==> config.mk <==
export PLATFORM = sky130hd
export DESIGN_NAME = epoch_seconds_to_civil_date_core
export DESIGN_NICKNAME = d
export VERILOG_FILES = /design/src/ec2d_pkg.sv /design/src/ec2d_split.sv /design/src/ec2d_year.sv /design/src/ec2d_cal.sv /design/src/epoch_seconds_to_civil_date_core.sv
export SDC_FILE = /design/constraint.sdc
export NUM_CORES = 2
export LEC_CHECK = 0
export CORE_UTILIZATION = 38
export CTS_CLUSTER_SIZE = 16
export DETAILED_ROUTE_END_ITERATION = 8
export DONT_BUFFER_PORTS = 1
export PLACE_DENSITY_LB_ADDON = 0.12
export SLEW_MARGIN = 40
export SYNTH_ARGS = -nofsm -noshare
export SYNTH_HDL_FRONTEND = slang
export SYNTH_SLANG_ARGS = --single-unit
==> constraint.sdc <==
create_clock -name clk -period 15.01 [get_ports clk]
set_input_delay 0 -clock clk [delete_from_list [all_inputs] [get_ports clk]]
set_output_delay 0 -clock clk [all_outputs]
set_load 0.005 [all_outputs]
==> src/ec2d_pkg.sv <==
package ec2d_pkg;

	typedef struct packed {
		logic [5:0] second;
		logic [5:0] minute;
		logic [4:0] hour;
	} hms_t;

	typedef struct packed {
		hms_t        hms;
		logic [14:0] days;
		logic [6:0]  year_ofs;
	} days_t;

	typedef struct packed {
		hms_t       hms;
		logic [7:0] year;
		logic [8:0] yday;
		logic       leap;
	} yday_t;

	typedef struct packed {
		hms_t       hms;
		logic [4:0] month_day;
		logic [3:0] month;
		logic [7:0] year;
		logic [2:0] week_day;
		logic [8:0] year_day;
	} date_t;

endpackage

==> src/ec2d_split.sv <==
module ec2d_split (
	input  logic                 clk,
	input  logic                 arst_n,
	input  logic                 in_vld,
	input  logic [30:0]          secs,
	output logic                 out_vld,
	output ec2d_pkg::days_t      out
);
	import ec2d_pkg::*;

	localparam logic [31:0] RCP_60A = 32'(((64'd1 << 37) + 64'd59) / 64'd60);
	localparam logic [26:0] RCP_60B = 27'(((64'd1 << 32) + 64'd59) / 64'd60);
	localparam logic [20:0] RCP_24  = 21'(((64'd1 << 25) + 64'd23) / 64'd24);
	localparam logic [15:0] RCP_365 = 16'(((64'd1 << 24) + 64'd364) / 64'd365);

	logic [62:0] prod1;
	logic [52:0] prod2;
	logic [40:0] prod3;
	logic [30:0] prod4;

	logic        vld_s1, vld_s2, vld_s3, vld_s4;
	logic [30:0] t_s1;
	logic [25:0] q1_s1, q1_s2;
	logic [5:0]  sec_s2, sec_s3, sec_s4;
	logic [19:0] q2_s2, q2_s3;
	logic [5:0]  min_s3, min_s4;
	logic [14:0] q3_s3, days_s4;
	logic [4:0]  hr_s4;
	logic [6:0]  yq_s4;

	assign prod1 = 63'(secs) * 63'(RCP_60A);
	assign prod2 = 53'(q1_s1) * 53'(RCP_60B);
	assign prod3 = 41'(q2_s2) * 41'(RCP_24);
	assign prod4 = 31'(q3_s3) * 31'(RCP_365);

	always_ff @(posedge clk or negedge arst_n) begin
		if (!arst_n) begin
			vld_s1 <= 1'b0;
			vld_s2 <= 1'b0;
			vld_s3 <= 1'b0;
			vld_s4 <= 1'b0;
		end else begin
			vld_s1 <= in_vld;
			vld_s2 <= vld_s1;
			vld_s3 <= vld_s2;
			vld_s4 <= vld_s3;
		end
	end

	always_ff @(posedge clk) begin
		t_s1    <= secs;
		q1_s1   <= 26'(prod1 >> 37);
		sec_s2  <= t_s1[5:0] - 6'(q1_s1[5:0] * 6'd60);
		q1_s2   <= q1_s1;
		q2_s2   <= 20'(prod2 >> 32);
		sec_s3  <= sec_s2;
		min_s3  <= q1_s2[5:0] - 6'(q2_s2[5:0] * 6'd60);
		q2_s3   <= q2_s2;
		q3_s3   <= 15'(prod3 >> 25);
		sec_s4  <= sec_s3;
		min_s4  <= min_s3;
		hr_s4   <= q2_s3[4:0] - 5'(q3_s3[4:0] * 5'd24);
		days_s4 <= q3_s3;
		yq_s4   <= 7'(prod4 >> 24);
	end

	assign out_vld         = vld_s4;
	assign out.hms.second  = sec_s4;
	assign out.hms.minute  = min_s4;
	assign out.hms.hour    = hr_s4;
	assign out.days        = days_s4;
	assign out.year_ofs    = yq_s4;

endmodule

==> src/ec2d_year.sv <==
module ec2d_year (
	input  logic            clk,
	input  logic            arst_n,
	input  logic            in_vld,
	input  ec2d_pkg::days_t in,
	output logic            out_vld,
	output ec2d_pkg::yday_t out
);
	import ec2d_pkg::*;

	localparam logic [7:0] EPOCH_YEAR = 8'd70;
	localparam logic [9:0] DAYS_YEAR  = 10'd365;

	function automatic logic is_leap(input logic [7:0] ys);
		return (ys[1:0] == 2'd0) && (ys != 8'd0) && (ys != 8'd200);
	endfunction

	logic [8:0] rem_d;
	logic [4:0] ld_d;
	logic [9:0] diff;
	logic       neg;
	logic [7:0] ysm;
	logic [9:0] fix;

	logic       vld_s5, vld_s6;
	hms_t       hms_s5;
	logic [8:0] rem_s5;
	logic [4:0] ld_s5;
	logic [7:0] ys_s5;
	yday_t      res_s6;

	always_comb begin
		rem_d = 9'(in.days - 15'(in.year_ofs) * 15'd365);
		ld_d  = 5'((8'(in.year_ofs) + 8'd1) >> 2)
			- 5'((8'(in.year_ofs) + 8'd69) >= 8'd100)
			+ 5'((10'(in.year_ofs) + 10'd369) >= 10'd400);
		diff  = 10'(rem_s5) - 10'(ld_s5);
		neg   = diff[9];
		ysm   = ys_s5 - 8'd1;
		fix   = diff + DAYS_YEAR + 10'(is_leap(ysm));
	end

	always_ff @(posedge clk or negedge arst_n) begin
		if (!arst_n) begin
			vld_s5 <= 1'b0;
			vld_s6 <= 1'b0;
		end else begin
			vld_s5 <= in_vld;
			vld_s6 <= vld_s5;
		end
	end

	always_ff @(posedge clk) begin
		hms_s5      <= in.hms;
		rem_s5      <= rem_d;
		ld_s5       <= ld_d;
		ys_s5       <= EPOCH_YEAR + 8'(in.year_ofs);
		res_s6.hms  <= hms_s5;
		res_s6.year <= neg ? ysm : ys_s5;
		res_s6.yday <= neg ? fix[8:0] : diff[8:0];
		res_s6.leap <= neg ? is_leap(ysm) : is_leap(ys_s5);
	end

	assign out_vld = vld_s6;
	assign out     = res_s6;

endmodule

==> src/ec2d_cal.sv <==
module ec2d_cal (
	input  logic            clk,
	input  logic            arst_n,
	input  logic            in_vld,
	input  ec2d_pkg::yday_t in,
	output logic            out_vld,
	output ec2d_pkg::date_t out
);
	import ec2d_pkg::*;

	localparam logic [13:0] RCP_489 = 14'(((64'd1 << 22) + 64'd488) / 64'd489);
	localparam logic [8:0]  RCP_7   = 9'(((64'd1 << 11) + 64'd6) / 64'd7);

	function automatic logic [8:0] mday_base(input logic [3:0] m);
		logic [12:0] p;
		p = 13'(m) * 13'd489;
		return p[12:4];
	endfunction

	function automatic logic [2:0] wday_ofs(input logic [3:0] mon);
		logic [2:0] r;
		case (mon)
			4'd0:    r = 3'd0;
			4'd1:    r = 3'd3;
			4'd2:    r = 3'd2;
			4'd3:    r = 3'd5;
			4'd4:    r = 3'd0;
			4'd5:    r = 3'd3;
			4'd6:    r = 3'd5;
			4'd7:    r = 3'd1;
			4'd8:    r = 3'd4;
			4'd9:    r = 3'd6;
			4'd10:   r = 3'd2;
			4'd11:   r = 3'd4;
			default: r = 3'd0;
		endcase
		return r;
	endfunction

	logic [8:0]  yd_d;
	logic [1:0]  adj;
	logic [8:0]  a_d;
	logic [22:0] prod_mon;
	logic [3:0]  monq;
	logic [3:0]  mon_d;
	logic [3:0]  m;
	logic [9:0]  mday_w;
	logic [7:0]  w_d;
	logic [7:0]  sum_d;
	logic [16:0] prod_wk;

	logic        vld_s7, vld_s8, vld_s9, vld_s10, vld_s11, vld_s12;
	yday_t       p_s7, p_s8, p_s9, p_s10, p_s11;
	logic [8:0]  yd_s7, yd_s8;
	logic [8:0]  a_s7;
	logic [3:0]  mon_s8, mon_s9, mon_s10, mon_s11;
	logic [4:0]  mday_s9, mday_s10, mday_s11;
	logic [7:0]  w_s9;
	logic [7:0]  x_s10, x_s11;
	logic [5:0]  q_s11;
	date_t       res_s12;

	always_comb begin
		yd_d     = in.yday + 9'd1;
		adj      = in.leap ? 2'd1 : 2'd2;
		a_d      = yd_d + 9'd30
			+ (((10'(yd_d) + 10'(in.leap)) >= 10'd60) ? 9'(adj) : 9'd0);
		prod_mon = 23'(a_s7) * 23'(RCP_489);
		monq     = 4'(prod_mon >> 18);
		if (monq == 4'd0)
			mon_d = 4'd0;
		else if (monq > 4'd12)
			mon_d = 4'd11;
		else
			mon_d = monq - 4'd1;
		m        = mon_s8 + 4'd1;
		mday_w   = 10'(yd_s8) + 10'd30 - 10'(mday_base(m))
			+ ((m >= 4'd3) ? (p_s8.leap ? 10'd1 : 10'd2) : 10'd0);
		w_d      = p_s8.year - ((m < 4'd3) ? 8'd1 : 8'd0);
		sum_d    = 8'd1 + w_s9 + (w_s9 >> 2) + 8'(wday_ofs(mon_s9)) + 8'(mday_s9);
		prod_wk  = 17'(x_s10) * 17'(RCP_7);
	end

	always_ff @(posedge clk or negedge arst_n) begin
		if (!arst_n) begin
			vld_s7  <= 1'b0;
			vld_s8  <= 1'b0;
			vld_s9  <= 1'b0;
			vld_s10 <= 1'b0;
			vld_s11 <= 1'b0;
			vld_s12 <= 1'b0;
		end else begin
			vld_s7  <= in_vld;
			vld_s8  <= vld_s7;
			vld_s9  <= vld_s8;
			vld_s10 <= vld_s9;
			vld_s11 <= vld_s10;
			vld_s12 <= vld_s11;
		end
	end

	always_ff @(posedge clk) begin
		p_s7     <= in;
		yd_s7    <= yd_d;
		a_s7     <= a_d;
		p_s8     <= p_s7;
		yd_s8    <= yd_s7;
		mon_s8   <= mon_d;
		p_s9     <= p_s8;
		mon_s9   <= mon_s8;
		mday_s9  <= mday_w[4:0];
		w_s9     <= w_d;
		p_s10    <= p_s9;
		mon_s10  <= mon_s9;
		mday_s10 <= mday_s9;
		x_s10    <= sum_d;
		p_s11    <= p_s10;
		mon_s11  <= mon_s10;
		mday_s11 <= mday_s10;
		x_s11    <= x_s10;
		q_s11    <= 6'(prod_wk >> 11);
		res_s12.hms       <= p_s11.hms;
		res_s12.month_day <= mday_s11;
		res_s12.month     <= mon_s11;
		res_s12.year      <= p_s11.year;
		res_s12.week_day  <= x_s11[2:0] - 3'(q_s11[2:0] * 3'd7);
		res_s12.year_day  <= p_s11.yday;
	end

	assign out_vld = vld_s12;
	assign out     = res_s12;

endmodule

==> src/epoch_seconds_to_civil_date_core.sv <==
// Converts a 31-bit count of seconds since 1970-01-01 00:00:00 UTC into UTC
// calendar date and time of day. busy stays low: a request is taken on every
// cycle that start is high, and its result appears on the output ports with
// done high for one cycle, in request order, through a twelve-stage
// pipeline: four reciprocal-multiply stages split seconds, minutes, hours,
// days and the year estimate, two stages resolve the year and day of year,
// six stages derive month, day of month and day of week. The receiver cannot
// stall, so results must be captured on the cycle done is high.
module epoch_seconds_to_civil_date_core (
	input  logic        clk,
	input  logic        arst_n,
	input  logic        start,
	output logic        busy,
	input  logic [30:0] epoch_seconds,
	output logic        done,
	output logic [5:0]  second,
	output logic [5:0]  minute,
	output logic [4:0]  hour,
	output logic [4:0]  month_day,
	output logic [3:0]  month,
	output logic [7:0]  year_since_1900,
	output logic [2:0]  week_day,
	output logic [8:0]  year_day
);
	import ec2d_pkg::*;

	logic  in_vld;
	logic  days_vld;
	days_t days;
	logic  yday_vld;
	yday_t yday;
	date_t date;

	assign busy   = 1'b0;
	assign in_vld = start & ~busy;

	ec2d_split u_split (
		.clk     (clk),
		.arst_n  (arst_n),
		.in_vld  (in_vld),
		.secs    (epoch_seconds),
		.out_vld (days_vld),
		.out     (days)
	);

	ec2d_year u_year (
		.clk     (clk),
		.arst_n  (arst_n),
		.in_vld  (days_vld),
		.in      (days),
		.out_vld (yday_vld),
		.out     (yday)
	);

	ec2d_cal u_cal (
		.clk     (clk),
		.arst_n  (arst_n),
		.in_vld  (yday_vld),
		.in      (yday),
		.out_vld (done),
		.out     (date)
	);

	assign second          = date.hms.second;
	assign minute          = date.hms.minute;
	assign hour            = date.hms.hour;
	assign month_day       = date.month_day;
	assign month           = date.month;
	assign year_since_1900 = date.year;
	assign week_day        = date.week_day;
	assign year_day        = date.year_day;

endmodule

=== Word level (Yosys, flattened, before mapping) ===
Memories as Yosys holds them, arrays and structs flattened. A register that Yosys moved wholly into a read port is not among the register bits.
Index checks and enable logic that the tools add are counted.

* Add/subtract/negate cells: 29
* Multiply operators: 12
* Magnitude comparators: 6
* Equal/unequal tests: 2
* Mux-type cells: 9
* Reduce and logical (&&, ||, !) cells: 10

{| class="wikitable"
|+ Operators by type and width
! kind !! count
|-
| $mul 31x32->63 const B || 1
|-
| $mul 26x27->52 const B || 1
|-
| $mul 20x20->39 const B || 1
|-
| $mul 15x16->31 const B || 1
|-
| $mul 9x13->21 const B || 1
|-
| $ne 8x8->1 const B || 2
|-
| $reduce_bool 8->1 || 2
|-
| $mul 8x9->14 const B || 1
|-
| $mul 6x4->4 const B || 2
|-
| $sub 6x6->6 || 2
|-
| $add 7x9->10 const B || 1
|-
| $add 9x1->10 || 1
|-
| $ge 10x6->1 const B || 1
|-
| $ge 10x9->1 const B || 1
|-
| $sub 5x5->5 || 2
|-
| $sub 9x5->10 || 1
|-
| $add 9x1->9 || 1
|-
| $add 9x1->9 const B || 1
|-
| $add 9x5->9 const B || 1
|-
| $add 9x9->9 || 1
|-
| $add 9x9->9 const B || 1
|-
| $mul 4x9->9 const B || 1
|-
| $mul 7x9->9 const B || 1
|-
| $mux 9 || 1
|-
| 32 further kinds || 39
|}

* Register bits after elaboration: 505
* Bits in read-only memories: 48
* Input port bits: 34
* Output and inout bits: 48
* Logic and storage cells: 157
* Memories: 1

{| class="wikitable"
|+ Memory list
! memory !! words !! width !! rd ports !! clocked after memory_dff !! wr ports !! line !! RTL
|-
| (name not given) || 16 || 3 || 1 || 1 || 0 || ec2d_cal.sv:22 || <nowiki>case (mon)</nowiki>
|}

=== Depth between registers and ports, before layout ===
* Word-level depth: 6
* Depth in mapped cells: 22
* Depth with buffers taken out: 22

=== By module ===
From an unflattened synthesis, not the netlist that was laid out.

* Cells, all modules: 3593
* Area, all modules: 40162.3 µm²

{| class="wikitable"
|+ By module, submodules not included
! module !! times used !! cells each !! area each (µm²) !! sequential area each (µm²)
|-
| ec2d_split || 1 || 2532 || 26920.8 || 2802.7
|-
| ec2d_cal || 1 || 711 || 9540.4 || 6015.8
|-
| ec2d_year || 1 || 348 || 3689.8 || 1531.5
|-
| epoch_seconds_to_civil_date_core || 1 || 2 || 11.3 || 0.0
|}

=== Least setup slack after synthesis ===
OpenSTA, ideal clock, no wires.

* Path type: reg2reg
* Start: register u_split.q2_s2[0]
* End: register u_split.q3_s3[11]
* Setup time: 0.120 ns
* Arrival: 5.815 ns
* Data required time: 14.890 ns
* Path slack: 9.076 ns
* Cell stages (with the launch flop): 22
* Path buffers: 0
* Clock period less this slack: 5.934 ns
* Path through: dfxtp_1 > ha_1 > ha_1 > inv_1 > fa_1 > inv_1 > fa_1 > inv_1 > fa_1 > inv_1 > fa_1 > fa_1 > ha_1 > a222oi_1 > nor4b_1 > o31a_1 > o221ai_1 > a41oi_1 > o21ai_1 > a21o_1 > o31a_1 > xor2_1

* Word-level cells in the longest chain between the ends: 1

{| class="wikitable"
|+ Ends and longest elaborated chain
! what !! line !! RTL
|-
| start: declaration || ec2d_split.sv:25 || <nowiki>logic [19:0] q2_s2, q2_s3;</nowiki>
|-
| start signal: assignment || ec2d_split.sv:55 || <nowiki>q2_s2 <= 20'(prod2 >> 32);</nowiki>
|-
| $mul 20x20->39 || ec2d_split.sv:33 || <nowiki>assign prod3 = 41'(q2_s2) * 41'(RCP_24);</nowiki>
|-
| net u_split.prod3[36] || ec2d_split.sv:18 || <nowiki>logic [40:0] prod3;</nowiki>
|-
| end signal: assignment || ec2d_split.sv:59 || <nowiki>q3_s3 <= 15'(prod3 >> 25);</nowiki>
|-
| end: declaration || ec2d_split.sv:27 || <nowiki>logic [14:0] q3_s3, days_s4;</nowiki>
|}

The timed path passes the listed nets, and every way through them passes these cells.
A chain may end at the register's enable or synchronous reset.

=== Final worst setup path ===
* Start: register u_split.q2_s2[8]
* End: register u_split.q3_s3[8]

The elaborated chain is that of the path after synthesis.

==> key figures <==
Yosys
  – Prevailing post-synth register cell: dfxtp_1
  – Syn avg cell area: 11.1 um2
  – Asr flop ratio synth: 0.0236
  – #FFs+latches synth: 508
  – Post-Syn Area: 39,700 um2
  – Ys Warns: 0
  – Library cells used by synthesis: 66
  – EDFF count, synth: 0
  – Post-Synthesis Cells: 3,580
  – Syn nets: 5,011
  – Sequential-to-total area share from yosys stat: 0.257

Min path
  – Hold wc startpoint: epoch_seconds[29]
  – Hold Path Stages: 4
  – Hold endpoint: u_split.q1_s1[24]
  – HP Class: in -> reg

Route
  – Drt initial violations: 767
  – WL final: 79.5 mm
  – Via density: 4.52
  – Final ANT Viol Nets: 0
  – DRC Markers: 0
  – First-pass DRT Iterations: 5
  – Vias post-DR: 22.9k
  – Drt wl/cell: 15.7 um

Finish
  – Share of cells above drive strength 1: 0.0304
  – Most frequent cells in the layout: ha_1 (934), inv_1 (824), dfxtp_1 (496)
  – ANT cells: 0
  – Non-Filler Instances: 5,068
  – Nets@finish: 5,076
  – Area Overhead vs Synth: 9.37%
  – Commonest non-fill, non-tap cell in the layout: ha_1
  – Number of fill cells: 10.1k

Floorplanning
  – Die width: 325 um
  – FP Rows: 118
  – Core Region: 104,000 um2
  – Die area: 106,000 um2
  – IO Pins: 82
  – Die H: 325 um
  – Initial core utilization: 0.383

Worst setup path
  – Reg2Reg Setup Slack: 8.38 ns
  – Crit path launch type: flop
  – RR Endpoint: u_split.q3_s3[8]
  – Worst path arrival time: 7.16 ns
  – CP Capture Type: flop
  – Crit Path Class: reg -> reg
  – R2R depth: 21
  – Setup crit start: u_split.q2_s2[8]
  – R2r startpoint: u_split.q2_s2[8]
  – Required time of the critical path: 15.54 ns
  – CP Max Fanout: 6

STA
  – Worst-Margin Slew: 0.722 ns
  – # setup viols final: 0
  – Final worst clock skew: 0.0552 ns
  – Final period util: 0.442
  – Setup TNS: 0 ns
  – Pins Over Slew Limit: 0
  – Max-slew headroom: 0.507
  – RSZ-0062 raised after global routing: false
  – Final WS setup: 8.38 ns
  – Hold Vio Cnt, Final: 0
  – Fmax: 151 MHz
  – Post-layout min period: 6.63 ns

GRT
  – Initial antenna violation count: 0
  – Largest net degree at the start of global routing: 17
  – Total grt overflow: 0
  – Vias in the first global route: 24.3k
  – First-pass GRT wire length: 132 mm
  – GRT Total Usage: 0.157

Clock network
  – CTS Buf Count: 53
  – Hold buffers post-CTS: 18
  – Clk root buf: clkbuf_16
  – Total setup buffers inserted after CTS: 0
  – CTS tree: done
  – Post-CTS sizing: 0
  – Worst-skew pair later-pin latency: 0.64 ns
  – CTS max path bufs: 3
  – CTS H-tree lvls: 2
  – Sink count of the clock tree: 508
  – Worst-path clk slew: 0.06 ns

Placed design
  – GPL Wtd Cong: 0.865
  – Worst slack, placed: 8.32 ns
  – Estimated wirelength of the detail-placed design: 69.4 mm
  – Placed cell count: 4,952
  – Port bufs: 0

Status
  – Status: finished clean

Job
  – Max cap viols: 0
-- Yosys cell counts, drive strengths merged, types with 4 or more instances --
cell type	n	share of area
o31a	7	0.0015
o21ai	48	0.0060
a31oi	22	0.0036
nor2b	14	0.0022
nand2	80	0.0076
o21bai	14	0.0026
xnor2	124	0.027
and3	14	0.0022
dfrtp	12	0.0076
o211ai	9	0.0017
a211oi	20	0.0039
xor2	63	0.014
nand3	20	0.0025
dfxtp	496	0.25
a41oi	4	0.00088
and4	4	0.00088
and2	5	0.00079
nand2b	13	0.0020
or3	7	0.0011
nor4	6	0.00094
a311oi	5	0.0011
a2111oi	4	0.00088
a21boi	5	0.00094
o31ai	8	0.0015
o221ai	4	0.0010
nor2	74	0.0070
o21a	10	0.0019
fa	463	0.23
a21o	53	0.010
nand4	23	0.0036
nor3b	5	0.00094
or2	10	0.0016
inv	824	0.078
clkbuf	7	0.00066
ha	934	0.29
nor3	32	0.0040
a21oi	99	0.012
-- critical path, cell delays in order, from the launching register on --
cell and delay [ns]:
dfxtp_1 0.55, ha_1 0.35, ha_1 0.29, inv_1 0.04
fa_1 0.47, inv_1 0.05, fa_1 0.54, inv_1 0.06
fa_1 0.52, inv_1 0.05, fa_1 0.56, fa_1 0.42
ha_1 0.33, a222oi_1 0.26, nor4b_1 0.34, o31a_1 0.21
o221ai_1 0.24, a41oi_1 0.37, o21ai_1 0.22, a31oi_1 0.28
a21boi_0 0.12, o31a_1 0.24
-- cells by family (layout without fill, tap and decap cells) --
family	count (synthesis)	count (layout)	synth area share
adders and majority gates	1397	1397	0.527
buffers and inverters	834	942	0.0789
DFF	508	508	0.257
AOI/OAI and AO/OA	336	336	0.0554
and+or+nand+nor	312	312	0.0385
xor gates and xnor gates	187	187	0.0412
muxes	5	5	0.00135
other	1	1	0.0000943
-- final cells by class --
class | count | area, um2 | share of cell area
Clock buffer | 64 | 1430 | 0.0328
Clock inverter | 34 | 422 | 0.00970
Multi-Input combinational cell | 2238 | 26400 | 0.607
Timing Repair Buffer | 19 | 188 | 0.00432
Inverter | 825 | 3100 | 0.0712
Sequential cell | 508 | 10200 | 0.235
Tap cell | 1380 | 1730 | 0.0397
-- layer usage --
| metal | routed length (um) | GRT usage | up-vias | share of wire |
|---|---|---|---|---|
| met4 | 1150 | 0.0283 | 0 | 0.014 |
| met2 | 34000 | 0.242 | 235 | 0.43 |
| met5 | 0 | 0 | - | 0 |
| met3 | 2070 | 0.0184 | 63 | 0.026 |
| met1 | 42300 | 0.236 | 10900 | 0.53 |
| li1 | - | - | 11700 | - |
-- registers in the layout, indices dropped and copies added, names as in the netlist, 26 cells and up, named ones only --
| signal | count |
|---|---|
| u_cal.p_s9 | 34 |
| u_year.out | 35 |
| u_cal.p_s7 | 35 |
| u_cal.p_s10 | 34 |
| u_split.q1_s1 | 26 |
| u_cal.p_s11 | 34 |
| u_cal.out | 46 |
| u_cal.p_s8 | 35 |
-- worst max path at each step --
stage / end / slack, ns / depth (start not counted)
2_1_floorplan: u_split.q3_s3[11] / 9.08 / 21
3_3_place_gp: u_split.q3_s3[8] / 8.39 / 21
3_5_place_dp: u_split.q3_s3[13] / 8.32 / 19
4_1_cts: u_split.q3_s3[13] / 8.30 / 19
5_1_grt: u_split.q3_s3[13] / 7.80 / 19
6_report: u_split.q3_s3[8] / 8.38 / 21
-- metrics by stage --
step	cell area, um2	hold WS (ns)	util
after floorplan	39700	-0.296	-
after global placement	41400	-0.295	0.400
after CTS	43500	0.0419	0.419
after global routing	43500	0.108	0.419
after detailed placement	41400	-0.295	0.400
final	43500	0.0834	0.419
Power is left out: the tool's default activity adds up to more than one toggle a clock period on the data nets, which glitch-free logic cannot reach.
